--- config.mk ---
export PLATFORM = sky130hd
export DESIGN_NAME = bsc_cfg_regs
export DESIGN_NICKNAME = d
export VERILOG_FILES = /design/src/hw/rtl/bsc_pkg.sv /design/src/hw/rtl/bsc_cfg_regs.sv
export SDC_FILE = /design/constraint.sdc
export NUM_CORES = 1
export LEC_CHECK = 0
export ABC_AREA = 0
export BUFFER_PORTS_ARGS = -buffer_cell sky130_fd_sc_hd__buf_2
export CAP_MARGIN = 5
export CORE_MARGIN = 4
export CORE_UTILIZATION = 45
export CTS_BUF_LIST = sky130_fd_sc_hd__clkbuf_16
export CTS_CLUSTER_SIZE = 20
export DETAILED_ROUTE_END_ITERATION = 7
export GPL_TIMING_DRIVEN = 0
export PLACE_DENSITY_LB_ADDON = 0.2
export SLEW_MARGIN = 25
export SYNTH_ARGS = -nofsm -noshare
export SYNTH_HDL_FRONTEND = slang
export SYNTH_SLANG_ARGS = --single-unit
--- constraint.sdc ---
create_clock -name i_clk -period 2.5 [get_ports i_clk]
set_input_delay 0.125 -clock i_clk [delete_from_list [all_inputs] [get_ports i_clk]]
set_output_delay 0.125 -clock i_clk [all_outputs]
set_load 0.03 [all_outputs]
--- src/hw/rtl/bsc_pkg.sv ---
// bsc_pkg: shared types, widths and constants of the barometric compensation pipeline.
// Used by every module under hw/rtl; depends on nothing.
`timescale 1ns / 1ps
`default_nettype none

package bsc_pkg;

    // Stage counts of the two pipeline sections
    localparam int FRONT_STAGES = 6;
    localparam int PRESS_STAGES = 5;

    // Field widths
    localparam int RAW_W      = 24;
    localparam int COEF_W     = 16;
    localparam int CFG_IDX_W  = 8;
    localparam int SPLIT_W    = 20;   // low slice of SENS for the split multiply

    // Arithmetic constants
    localparam int TEMP_REF         = 2000;
    localparam int TEMP_SHIFT       = 23;
    localparam int OFF_SHIFT        = 7;
    localparam int SENS_SHIFT       = 8;
    localparam int T2_SHIFT         = 31;
    localparam int P1_SHIFT         = 21;
    localparam int P2_SHIFT         = 15;

    // Register indexes on the configuration channel
    typedef enum logic [CFG_IDX_W-1:0] {
        CFG_C1 = 8'd0,
        CFG_C2 = 8'd1,
        CFG_C3 = 8'd2,
        CFG_C4 = 8'd3,
        CFG_C5 = 8'd4,
        CFG_C6 = 8'd5
    } t_cfg_idx;

    typedef logic        [RAW_W-1:0]  t_raw;
    typedef logic        [COEF_W-1:0] t_coef;
    typedef logic signed [24:0]       t_dt;     // D2 - C5*256
    typedef logic signed [41:0]       t_mul;    // dT times a coefficient
    typedef logic signed [49:0]       t_dd;     // dT squared
    typedef logic signed [18:0]       t_tq;     // TEMP - 2000 before correction
    typedef logic        [17:0]       t_t2;
    typedef logic signed [37:0]       t_sqm;    // product width of the square
    typedef logic        [34:0]       t_sq;
    typedef logic        [37:0]       t_sq5;
    typedef logic signed [19:0]       t_temp;
    typedef logic signed [39:0]       t_wide;   // OFF and SENS
    typedef logic        [43:0]       t_plo;
    typedef logic signed [44:0]       t_phi;
    typedef logic signed [63:0]       t_prod;
    typedef logic signed [42:0]       t_px;
    typedef logic signed [43:0]       t_py;
    typedef logic signed [31:0]       t_press;
    typedef logic signed [18:0]       t_tout;

    // Rounding biases for truncation toward zero
    localparam t_mul  TEMP_BIAS = t_mul'((1 << TEMP_SHIFT) - 1);
    localparam t_mul  OFF_BIAS  = t_mul'((1 << OFF_SHIFT) - 1);
    localparam t_mul  SENS_BIAS = t_mul'((1 << SENS_SHIFT) - 1);
    localparam t_prod P1_BIAS   = t_prod'((1 << P1_SHIFT) - 1);
    localparam t_py   P2_BIAS   = t_py'((1 << P2_SHIFT) - 1);

    typedef struct packed {
        t_coef c1;
        t_coef c2;
        t_coef c3;
        t_coef c4;
        t_coef c5;
        t_coef c6;
    } t_cfg;

    // Handoff from the temperature/offset section to the pressure section
    typedef struct packed {
        t_raw  d1;
        t_temp temp;
        t_wide off;
        t_wide sens;
    } t_front;

endpackage

`default_nettype wire

--- src/hw/rtl/bsc_cfg_regs.sv ---
// bsc_cfg_regs: the six calibration word registers behind the configuration channel.
// Depends on bsc_pkg.
`timescale 1ns / 1ps
`default_nettype none

module bsc_cfg_regs (
    input  wire                         i_clk,
    input  wire                         i_rst_n,
    input  wire                         i_cfg_valid,
    output logic                        o_cfg_ready,
    input  wire [bsc_pkg::CFG_IDX_W-1:0] i_cfg_index,
    input  wire [bsc_pkg::COEF_W-1:0]    i_cfg_data,
    output bsc_pkg::t_cfg               o_cfg
);

    bsc_pkg::t_cfg r_cfg, n_cfg;

    assign o_cfg_ready = 1'b1;
    assign o_cfg       = r_cfg;

    always_comb begin
        n_cfg = r_cfg;
        if (i_cfg_valid) begin
            case (bsc_pkg::t_cfg_idx'(i_cfg_index))
                bsc_pkg::CFG_C1: n_cfg.c1 = i_cfg_data;
                bsc_pkg::CFG_C2: n_cfg.c2 = i_cfg_data;
                bsc_pkg::CFG_C3: n_cfg.c3 = i_cfg_data;
                bsc_pkg::CFG_C4: n_cfg.c4 = i_cfg_data;
                bsc_pkg::CFG_C5: n_cfg.c5 = i_cfg_data;
                bsc_pkg::CFG_C6: n_cfg.c6 = i_cfg_data;
                default: ;  // unknown index: dropped
            endcase
        end
    end

    always_ff @(posedge i_clk) begin
        if (!i_rst_n) begin
            r_cfg <= '0;
        end else begin
            r_cfg <= n_cfg;
        end
    end

endmodule

`default_nettype wire

==> run_results.csv <==
group,metric,value,unit
cts,clock_sinks,96,
pwr,total_power,2.87,mW
pwr,powerDensity,632,nW/um2
sta,whs,0.191,ns
sta,clock.fmax,541,MHz
min_path,hold_class,"primary input to register",
sta,grt_setup_unrepaired,"false",
placement,portBuffers,121,
cts,cts_resized,0,
pwr,irDropWorstVdd,331,uV
cts,clk_path_buf_depth,2,
floorplanning,die_area,9350,um2
worst_setup_path,cp_cell_sequence,"buf_2 -> nor4_1 -> nand4_1 -> clkbuf_1 -> mux2i_1",
run_status,status,"completed",
synth,synth.avg_cell_area,10.4,um2
floorplanning,ios,124,
cts,path_clk_slew,0.06,ns
worst_setup_path,critPathLaunchType,"primary input",
min_path,min_to,"o_cfg[20]",
cts,clk_latency,0.32,ns
placement,dp_cells,563,
pwr,leakage,2.42,nW
global_routing,grt_max_degree,16,
layout,drive_above_1_share,29.8,%
sta,finClkSkew,0,ns
sta,worst_slew_pin_slew,0.762,ns
cts,cts_setup_buffers,0,
floorplanning,rows,32,
synth,seq_area_frac_synth,54.3,%
layout,fin_area,4540,um2
route,wl_per_cell,16.0,um
min_path,hold_depth,3,
synth,async_flop_share,0,%
synth,yosysTopAreaCellShare,54.3,%
synth,synth.most_common_cell,"nand2_1",
layout,fillers,716,
global_routing,grtUsageTotal,20.1,%
synth,yosys.area.top_type,"dfxtp_1",
worst_setup_path,critPathMaxStageDelay,0.58,ns
min_path,hp-start,"i_cfg_data[4]",
route,dr.pass1.iters,4,
sta,fin_crit,1.85,ns
synth,synth_area_leaders,"dfxtp_1 54%, mux2i_1 27%, nand2_1 12%",
sta,slew_headroom,48.8,%
sta,hold_viol,0,
route,drt-initial-drc-count,72,
layout,fin_cells,579,
synth,syn_area,3540,um2
route,viasPerCell,4.92,
run,cap_violations,0,
synth,ys.flop_type,"dfxtp_1",
worst_setup_path,path_max_fanout,10,
synth,ys_types,17,
placement,place_area,4270,um2
synth,syn_inst,340,
sta,post-route-period-util,74.0,%
worst_setup_path,ff2ff_setup_slack,1.85,ns
placement,post-dp-hpwl,6850,um
worst_setup_path,crit_arrival,2.03,ns
cts,cts_tree,"yes",
cts,cts_buffers,9,
sta,finalMaxSlewViolations,0,
global_routing,grt_pass1_wl,15100,um
cts,cts_root_buf,"clkbuf_16",
cts,h-tree-depth,3,
route,ant_nets,0,
worst_setup_path,cp-end-kind,"register",
worst_setup_path,slowest_stage,"nand4_1",
worst_setup_path,r2r-end,"o_cfg[17]",
layout,syn_to_final_growth,28.2,%
floorplanning,fp.dieW,96.7,um
synth,syn-num-nets,367,
layout,largest_register_ffs,96,
worst_setup_path,reg2regPathDepth,2,
floorplanning,coreArea,7690,um2
layout,fin_nets,499,
synth,synth_edf_count,0,
synth,synthTopCellsByCount,"113 x nand2_1, 96 x dfxtp_1, 96 x mux2i_1",
sta,setup_tns,0,ns
worst_setup_path,r2r-start,"o_cfg[17]",
route,vias,2846,
sta,setup_viol,0,
floorplanning,initial_core_util,46.0,%
synth,yosysWarningCount,0,
worst_setup_path,critPathKind,"primary input to register",
global_routing,grt_antenna_before_repair,0,
worst_setup_path,required,2.68,ns
layout,diodes,0,
global_routing,gr-total-overflow,0,
synth,ys_ff_latch,96,
global_routing,first_global_vias,2921,
floorplanning,fp.dieH,96.7,um
route,drcViolationCount,0,
placement,gp_congestion,0.779,
route,routed_wl,9240,um
cts,hold_buffers,0,
-- critical path, delay by kind of cell --
family / cells / cell delay [ns]
multiplexers: 1 / 0.22
buffers and inverters: 2 / 0.59
AND/OR/NAND/NOR: 2 / 1.09
-- layer usage --
layer	up-vias	share of wire (%)	global-route usage, %
li1	1395	-	-
met2	96	48	33.2
met3	12	6.3	5.70
met5	-	0	0
met4	0	1.6	6.26
met1	1343	44	25.4
-- worst max path at each step --
stage                   startpoint        end  cells past startpoint  slack (ns)
floorplan           i_cfg_index[5]  o_cfg[10]                      5        0.76
global placement    i_cfg_index[5]  o_cfg[59]                      5        0.37
detailed placement  i_cfg_index[5]  o_cfg[53]                      5        0.31
CTS                 i_cfg_index[5]  o_cfg[53]                      5        0.61
global route        i_cfg_index[5]  o_cfg[26]                      5        0.49
finish              i_cfg_index[5]  o_cfg[53]                      5        0.65
-- report_power, final --
| group | internal, mW | total (mW) | switching, mW |
|---|---|---|---|
| sequential | 1.53 | 1.53 | 0.000984 |
| clock | 0.663 | 1.22 | 0.559 |
| combinational | 0.0318 | 0.116 | 0.0839 |
-- area by class of cell --
class                      instances  area (um2)  share of cell area, %
sequential                        96        1920                   42.3
buffer                            20         110                   2.43
timing repair buffer             121         606                   13.3
clock inverter                     7        40.0                  0.882
multi-input combinational        223        1500                   33.1
tap                              102         128                   2.81
clock buffer                       9         225                   4.96
inverter                           1        3.75                 0.0827
-- cells in the final DEF, fill, tap and decap left out, types with 2 or more instances in the layout --
| cell type | count |
|---|---|
| inv_1 | 2 |
| buf_2 | 121 |
| mux2i_1 | 96 |
| clkbuf_1 | 15 |
| nor2b_1 | 2 |
| nand4_1 | 3 |
| nor4_4 | 2 |
| buf_4 | 3 |
| clkinv_1 | 2 |
| dfxtp_1 | 96 |
| clkinvlp_4 | 2 |
| clkbuf_16 | 9 |
| nand2_1 | 113 |
| nand2b_1 | 2 |
-- kinds of logic (layout without fill, tap and decap cells) --
group                  count (synthesis)  after routing  synth area share, %
AND/OR/NAND/NOR                      126            126                 15.2
multiplexers                          96             96                 27.1
buffers and inverters                 21            158                 3.22
other                                  1              1                0.106
flip-flops                            96             96                 54.3
-- through the flow --
step / setup slack, ns / util [%]
final: 0.651 / 59.0
after global routing: 0.493 / 59.0
after CTS: 0.613 / 59.0
after detailed placement: 0.309 / 55.6
after global placement: 0.371 / 55.6
after floorplan: 0.760 / -
(Power assumes the default switching activity.)
