===== config.mk =====
export PLATFORM = sky130hd
export DESIGN_NAME = bsc_press
export DESIGN_NICKNAME = d
export VERILOG_FILES = /design/src/hw/rtl/bsc_pkg.sv /design/src/hw/rtl/bsc_press.sv
export SDC_FILE = /design/constraint.sdc
export NUM_CORES = 2
export LEC_CHECK = 0
export BUFFER_PORTS_ARGS = -buffer_cell sky130_fd_sc_hd__buf_4
export CAP_MARGIN = 15
export CORE_MARGIN = 3
export CORE_UTILIZATION = 45
export DETAILED_ROUTE_END_ITERATION = 8
export SKIP_CTS_REPAIR_TIMING = 1
export SLEW_MARGIN = 25
export SYNTH_ARGS = -nofsm -noshare
export SYNTH_HDL_FRONTEND = slang
export SYNTH_SLANG_ARGS = --single-unit

===== constraint.sdc =====
create_clock -name i_clk -period 10.75 [get_ports i_clk]
set_clock_uncertainty 0.1 [all_clocks]
set_input_delay 2.15 -clock i_clk [delete_from_list [all_inputs] [get_ports i_clk]]
set_output_delay 2.15 -clock i_clk [all_outputs]
set_load 0.05 [all_outputs]

===== src/hw/rtl/bsc_pkg.sv =====
// bsc_pkg: shared types, widths and constants of the barometric compensation pipeline.
// Used by every module under hw/rtl; depends on nothing.
`timescale 1ns / 1ps
`default_nettype none

package bsc_pkg;

    // Stage counts of the two pipeline sections
    localparam int FRONT_STAGES = 6;
    localparam int PRESS_STAGES = 5;

    // Field widths
    localparam int RAW_W      = 24;
    localparam int COEF_W     = 16;
    localparam int CFG_IDX_W  = 8;
    localparam int SPLIT_W    = 20;   // low slice of SENS for the split multiply

    // Arithmetic constants
    localparam int TEMP_REF         = 2000;
    localparam int TEMP_SHIFT       = 23;
    localparam int OFF_SHIFT        = 7;
    localparam int SENS_SHIFT       = 8;
    localparam int T2_SHIFT         = 31;
    localparam int P1_SHIFT         = 21;
    localparam int P2_SHIFT         = 15;

    // Register indexes on the configuration channel
    typedef enum logic [CFG_IDX_W-1:0] {
        CFG_C1 = 8'd0,
        CFG_C2 = 8'd1,
        CFG_C3 = 8'd2,
        CFG_C4 = 8'd3,
        CFG_C5 = 8'd4,
        CFG_C6 = 8'd5
    } t_cfg_idx;

    typedef logic        [RAW_W-1:0]  t_raw;
    typedef logic        [COEF_W-1:0] t_coef;
    typedef logic signed [24:0]       t_dt;     // D2 - C5*256
    typedef logic signed [41:0]       t_mul;    // dT times a coefficient
    typedef logic signed [49:0]       t_dd;     // dT squared
    typedef logic signed [18:0]       t_tq;     // TEMP - 2000 before correction
    typedef logic        [17:0]       t_t2;
    typedef logic signed [37:0]       t_sqm;    // product width of the square
    typedef logic        [34:0]       t_sq;
    typedef logic        [37:0]       t_sq5;
    typedef logic signed [19:0]       t_temp;
    typedef logic signed [39:0]       t_wide;   // OFF and SENS
    typedef logic        [43:0]       t_plo;
    typedef logic signed [44:0]       t_phi;
    typedef logic signed [63:0]       t_prod;
    typedef logic signed [42:0]       t_px;
    typedef logic signed [43:0]       t_py;
    typedef logic signed [31:0]       t_press;
    typedef logic signed [18:0]       t_tout;

    // Rounding biases for truncation toward zero
    localparam t_mul  TEMP_BIAS = t_mul'((1 << TEMP_SHIFT) - 1);
    localparam t_mul  OFF_BIAS  = t_mul'((1 << OFF_SHIFT) - 1);
    localparam t_mul  SENS_BIAS = t_mul'((1 << SENS_SHIFT) - 1);
    localparam t_prod P1_BIAS   = t_prod'((1 << P1_SHIFT) - 1);
    localparam t_py   P2_BIAS   = t_py'((1 << P2_SHIFT) - 1);

    typedef struct packed {
        t_coef c1;
        t_coef c2;
        t_coef c3;
        t_coef c4;
        t_coef c5;
        t_coef c6;
    } t_cfg;

    // Handoff from the temperature/offset section to the pressure section
    typedef struct packed {
        t_raw  d1;
        t_temp temp;
        t_wide off;
        t_wide sens;
    } t_front;

endpackage

`default_nettype wire


===== src/hw/rtl/bsc_press.sv =====
// bsc_press: five-stage section forming P = (D1*SENS/2^21 - OFF)/2^15 with a
// split multiply. Depends on bsc_pkg.
`timescale 1ns / 1ps
`default_nettype none

module bsc_press (
    input  wire              i_clk,
    input  wire              i_rst_n,
    input  wire              i_valid,
    output logic             o_ready,
    input  bsc_pkg::t_front  i_data,
    output logic             o_valid,
    input  wire              i_ready,
    output bsc_pkg::t_tout   o_temp,
    output bsc_pkg::t_press  o_press
);

    localparam int NS = bsc_pkg::PRESS_STAGES;

    logic [NS-1:0] r_v, n_v, en;

    bsc_pkg::t_temp  r1_temp, r2_temp, r3_temp, r4_temp, r5_temp;
    bsc_pkg::t_wide  r1_off, r2_off, r3_off;
    bsc_pkg::t_plo   r1_plo, n1_plo;
    bsc_pkg::t_phi   r1_phi, n1_phi;
    bsc_pkg::t_prod  r2_prod, n2_prod, n3_pb;
    bsc_pkg::t_px    r3_px, n3_px;
    bsc_pkg::t_py    r4_py, n4_py, n5_pyb;
    bsc_pkg::t_press r5_press, n5_press;

    always_comb begin
        en[NS-1] = !r_v[NS-1] || i_ready;
        for (int k = NS - 2; k >= 0; k--) begin
            en[k] = !r_v[k] || en[k+1];
        end
        n_v[0] = en[0] ? i_valid : r_v[0];
        for (int k = 1; k < NS; k++) begin
            n_v[k] = en[k] ? r_v[k-1] : r_v[k];
        end
    end

    assign o_ready = en[0];
    assign o_valid = r_v[NS-1];
    assign o_temp  = bsc_pkg::t_tout'(r5_temp);
    assign o_press = r5_press;

    always_comb begin
        // D1*SENS as unsigned low slice plus signed high slice
        n1_plo = bsc_pkg::t_plo'(i_data.d1)
               * bsc_pkg::t_plo'(i_data.sens[bsc_pkg::SPLIT_W-1:0]);
        n1_phi = bsc_pkg::t_phi'($signed({1'b0, i_data.d1}))
               * bsc_pkg::t_phi'($signed(i_data.sens[$bits(i_data.sens)-1:bsc_pkg::SPLIT_W]));

        n2_prod = (bsc_pkg::t_prod'(r1_phi) <<< bsc_pkg::SPLIT_W) + bsc_pkg::t_prod'(r1_plo);

        n3_pb = r2_prod + (r2_prod[$bits(r2_prod)-1] ? bsc_pkg::P1_BIAS : '0);
        n3_px = bsc_pkg::t_px'(n3_pb >>> bsc_pkg::P1_SHIFT);

        n4_py = bsc_pkg::t_py'(r3_px) - bsc_pkg::t_py'(r3_off);

        n5_pyb   = r4_py + (r4_py[$bits(r4_py)-1] ? bsc_pkg::P2_BIAS : '0);
        n5_press = bsc_pkg::t_press'(n5_pyb >>> bsc_pkg::P2_SHIFT);
    end

    always_ff @(posedge i_clk) begin
        if (!i_rst_n) begin
            r_v <= '0;
        end else begin
            r_v <= n_v;
        end
    end

    always_ff @(posedge i_clk) begin
        if (en[0]) begin
            r1_temp <= i_data.temp;
            r1_off  <= i_data.off;
            r1_plo  <= n1_plo;
            r1_phi  <= n1_phi;
        end
        if (en[1]) begin
            r2_temp <= r1_temp;
            r2_off  <= r1_off;
            r2_prod <= n2_prod;
        end
        if (en[2]) begin
            r3_temp <= r2_temp;
            r3_off  <= r2_off;
            r3_px   <= n3_px;
        end
        if (en[3]) begin
            r4_temp <= r3_temp;
            r4_py   <= n4_py;
        end
        if (en[4]) begin
            r5_temp  <= r4_temp;
            r5_press <= n5_press;
        end
    end

endmodule

`default_nettype wire


==> flow_summary.json <==
{
  "drt_iter0_drc": 1933,
  "overflow": 0,
  "dieArea_sq_um": 121600,
  "cap_violations": 0,
  "grt_max_degree": 121,
  "die_h_microns": 348.7,
  "hold_viol": 0,
  "required_ns": 10.98,
  "drc": 0,
  "min-delay-start": "r1_off[25]$_DFFE_PP_",
  "r2r_start": "r1_plo[20]$_DFFE_PP_",
  "htreeDepth": 2,
  "cp_common_cell": "fa_1",
  "grt_pass1_vias": 36930,
  "critPathSlowestCell": "fa_1",
  "setup_ws_ns": 1.534,
  "dr.pass1.iters": 6,
  "hold_path_end": "r2_off[25]$_DFFE_PP_",
  "async_flop_share_pct": 0,
  "syn_to_final_growth_pct": 8.003,
  "initial_utilization_pct": 45.42,
  "synth-seq-area-share_pct": 27.63,
  "crit_path_start": "i_data[112]",
  "finalMaxSlewViolations": 0,
  "routedWlPerCell_microns": 18.48,
  "relSlewSlack_pct": 41.20,
  "grt.total_usage_pct": 20.95,
  "die_w_microns": 348.7,
  "synth_cell_types": 82,
  "nets": 6442,
  "status": "complete, no violations",
  "ios": 181,
  "antenna_found_initial": 2,
  "port_buffers": 179,
  "worst_slew_pin_slew_ns": 0.8820,
  "regToRegEndpoint": "r2_prod[58]$_DFFE_PP_",
  "cp_max_fo": 40,
  "grt_pass1_wl_microns": 202100,
  "layout_min_cycle_time_ns": 9.216,
  "cts-root-buf": "clkbuf_16",
  "post-place-ws_ns": 0.9904,
  "synth_edf_count": 483,
  "drive_gt1_share_pct": 5.867,
  "row_count": 125,
  "wirelength_microns": 122700,
  "hold_class": "register to register",
  "setup_violations": 0,
  "avgSynthCellArea_sq_um": 10.50,
  "reg2reg_depth": 12,
  "clk_pin_slew_ns": 0.06,
  "critPathKind": "input port to register",
  "clock.fmax_ghz": 0.1085,
  "antenna_cells": 0,
  "path_cells": "buf_4 > nand2_1 > fa_1 > fa_1 > fa_1 > inv_1 > fa_1 > fa_1 > fa_1 > inv_1 > fa_1 > inv_1 > ha_1 > and4_1 > nor4b_1 > a22oi_1 > a31oi_1 > a31oi_1 > a211oi_2 > o2bb2ai_1 > o221a_2 > xor2_1",
  "cts_sinks": 488,
  "worstPathArrival_ns": 9.44,
  "cts_buffers": 50,
  "cts_max_path_buffers": 3,
  "synth_top_flop_cell": "edfxtp_1",
  "gp_congestion": 0.8599,
  "finalSetupTns_ns": 0,
  "routed_via_density": 5.201,
  "hpwl_microns": 90360,
  "insertion_delay_ns": 0.58,
  "synth_area_sq_um": 52860,
  "coreArea_sq_um": 116400,
  "synthCells": 5033,
  "crit_path_start_kind": "input port",
  "max_stage_delay_ns": 0.56,
  "post-route-period-util_pct": 85.73,
  "synth_nets": 6400,
  "fin_util_pct": 49.06,
  "holdPathStages": 0,
  "cp-end-kind": "register",
  "cts_tree": "yes",
  "ys_ff_latch": 488,
  "vias": 34520,
  "yosys_warnings": 0,
  "rsz0062_at_grt": "false",
  "ant_nets": 0,
  "ff2ff_setup_slack_ns": 6.77
}
state kept, by name, indices dropped and copies added, names as in the netlist:
name	flops
r2_prod	64
r1_phi	44
r1_plo	44
r4_py	44
r3_px	43
r1_off	40
r2_off	40
r3_off	40
o_press	29
r1_temp	19
r2_temp	19
r3_temp	19
r4_temp	19
r5_temp	19
r_v	5
cell usage after synthesis, types with 15 or more instances:
master | instances | share of area [%]
inv_1 | 966 | 6.9
fa_1 | 788 | 30
nand2_1 | 542 | 3.8
and2_1 | 494 | 5.8
edfxtp_1 | 483 | 27
ha_1 | 451 | 11
clkbuf_1 | 195 | 1.4
xnor2_1 | 165 | 2.7
a21oi_1 | 145 | 1.4
nor2_1 | 120 | 0.85
a21o_1 | 89 | 1.3
o21ai_0 | 76 | 0.72
xor2_1 | 67 | 1.1
nand3_1 | 64 | 0.61
nand2b_1 | 47 | 0.56
and3_1 | 33 | 0.39
nor3_1 | 33 | 0.31
nand4_1 | 30 | 0.36
a31oi_1 | 20 | 0.24
o21bai_1 | 19 | 0.27
nor2b_1 | 18 | 0.21
o211ai_1 | 17 | 0.24
a211oi_1 | 16 | 0.23
o21a_1 | 15 | 0.21
worst max path at each step:
stage / slack, ns / cells after the start / to
6_report: 1.53 / 22 / r1_plo[42]$_DFFE_PP_
5_1_grt: 1.19 / 22 / r1_plo[42]$_DFFE_PP_
4_1_cts: 1.61 / 25 / r1_plo[43]$_DFFE_PP_
3_5_place_dp: 0.99 / 25 / r1_plo[43]$_DFFE_PP_
3_3_place_gp: 1.01 / 25 / r1_plo[43]$_DFFE_PP_
2_1_floorplan: 1.95 / 24 / r1_plo[39]$_DFFE_PP_
per-stage QoR:
stage / instances / cell area [sq um] / hold WS [ns]
6_report: 6637 / 57090 / 0.3097
5_1_grt: 6637 / 57090 / 0.3142
4_1_cts: 6637 / 57080 / 0.3081
3_5_place_dp: 6547 / 55480 / 0.3045
3_3_place_gp: 6547 / 55480 / 0.3003
2_1_floorplan: 5033 / 52860 / 0.3003
worst max-delay path, delay by kind of cell:
kind                       cells  cell delay, ns
adders and majority gates      8            4.04
AOI/OAI and AO/OA              6            1.65
xor gates and xnor gates       1            0.06
and+or+nand+nor                3            0.82
buffers and inverters          4            0.70
area by class of cell:
type	instances	area, sq um
Tap cell	1524	1907
Fill cell	10890	59270
Timing Repair Buffer	195	1480
Multi-Input combinational cell	3374	33870
Clock inverter	19	177.7
Inverter	966	3630
Clock buffer	71	1423
Sequential cell	488	14600
layout by cell type (no fill, tap or decap), types with 76 or more instances in the layout:
cell / instances
a21o_1: 89
a21oi_1: 145
and2_1: 494
buf_4: 193
edfxtp_1: 483
fa_1: 788
ha_1: 451
inv_1: 964
nand2_1: 540
nor2_1: 120
o21ai_0: 76
xnor2_1: 165
logic make-up (layout without fill, tap and decap cells):
kind of cell               after synthesis  after routing  share of synthesized area (%)
AOI/OAI and AO/OA                      482            482                          6.086
muxes                                    1              1                        0.01894
buffers and inverters                 1171           1251                          8.342
xor gates and xnor gates               232            232                          3.844
and+or+nand+nor                       1420           1420                          13.56
DFF                                    488            488                          27.63
adders and majority gates             1239           1239                          40.52
routing by layer:
metal	GRT usage, %	vias up	part of all wire, %
li1	-	15950	-
met1	30.07	17540	46
met3	2.872	146	5.8
met5	0	-	0
met2	34.37	875	46
met4	3.876	0	1.8
Power is not shown: default switching activity piles up to over one toggle a cycle in this logic, so the estimate is an artifact.
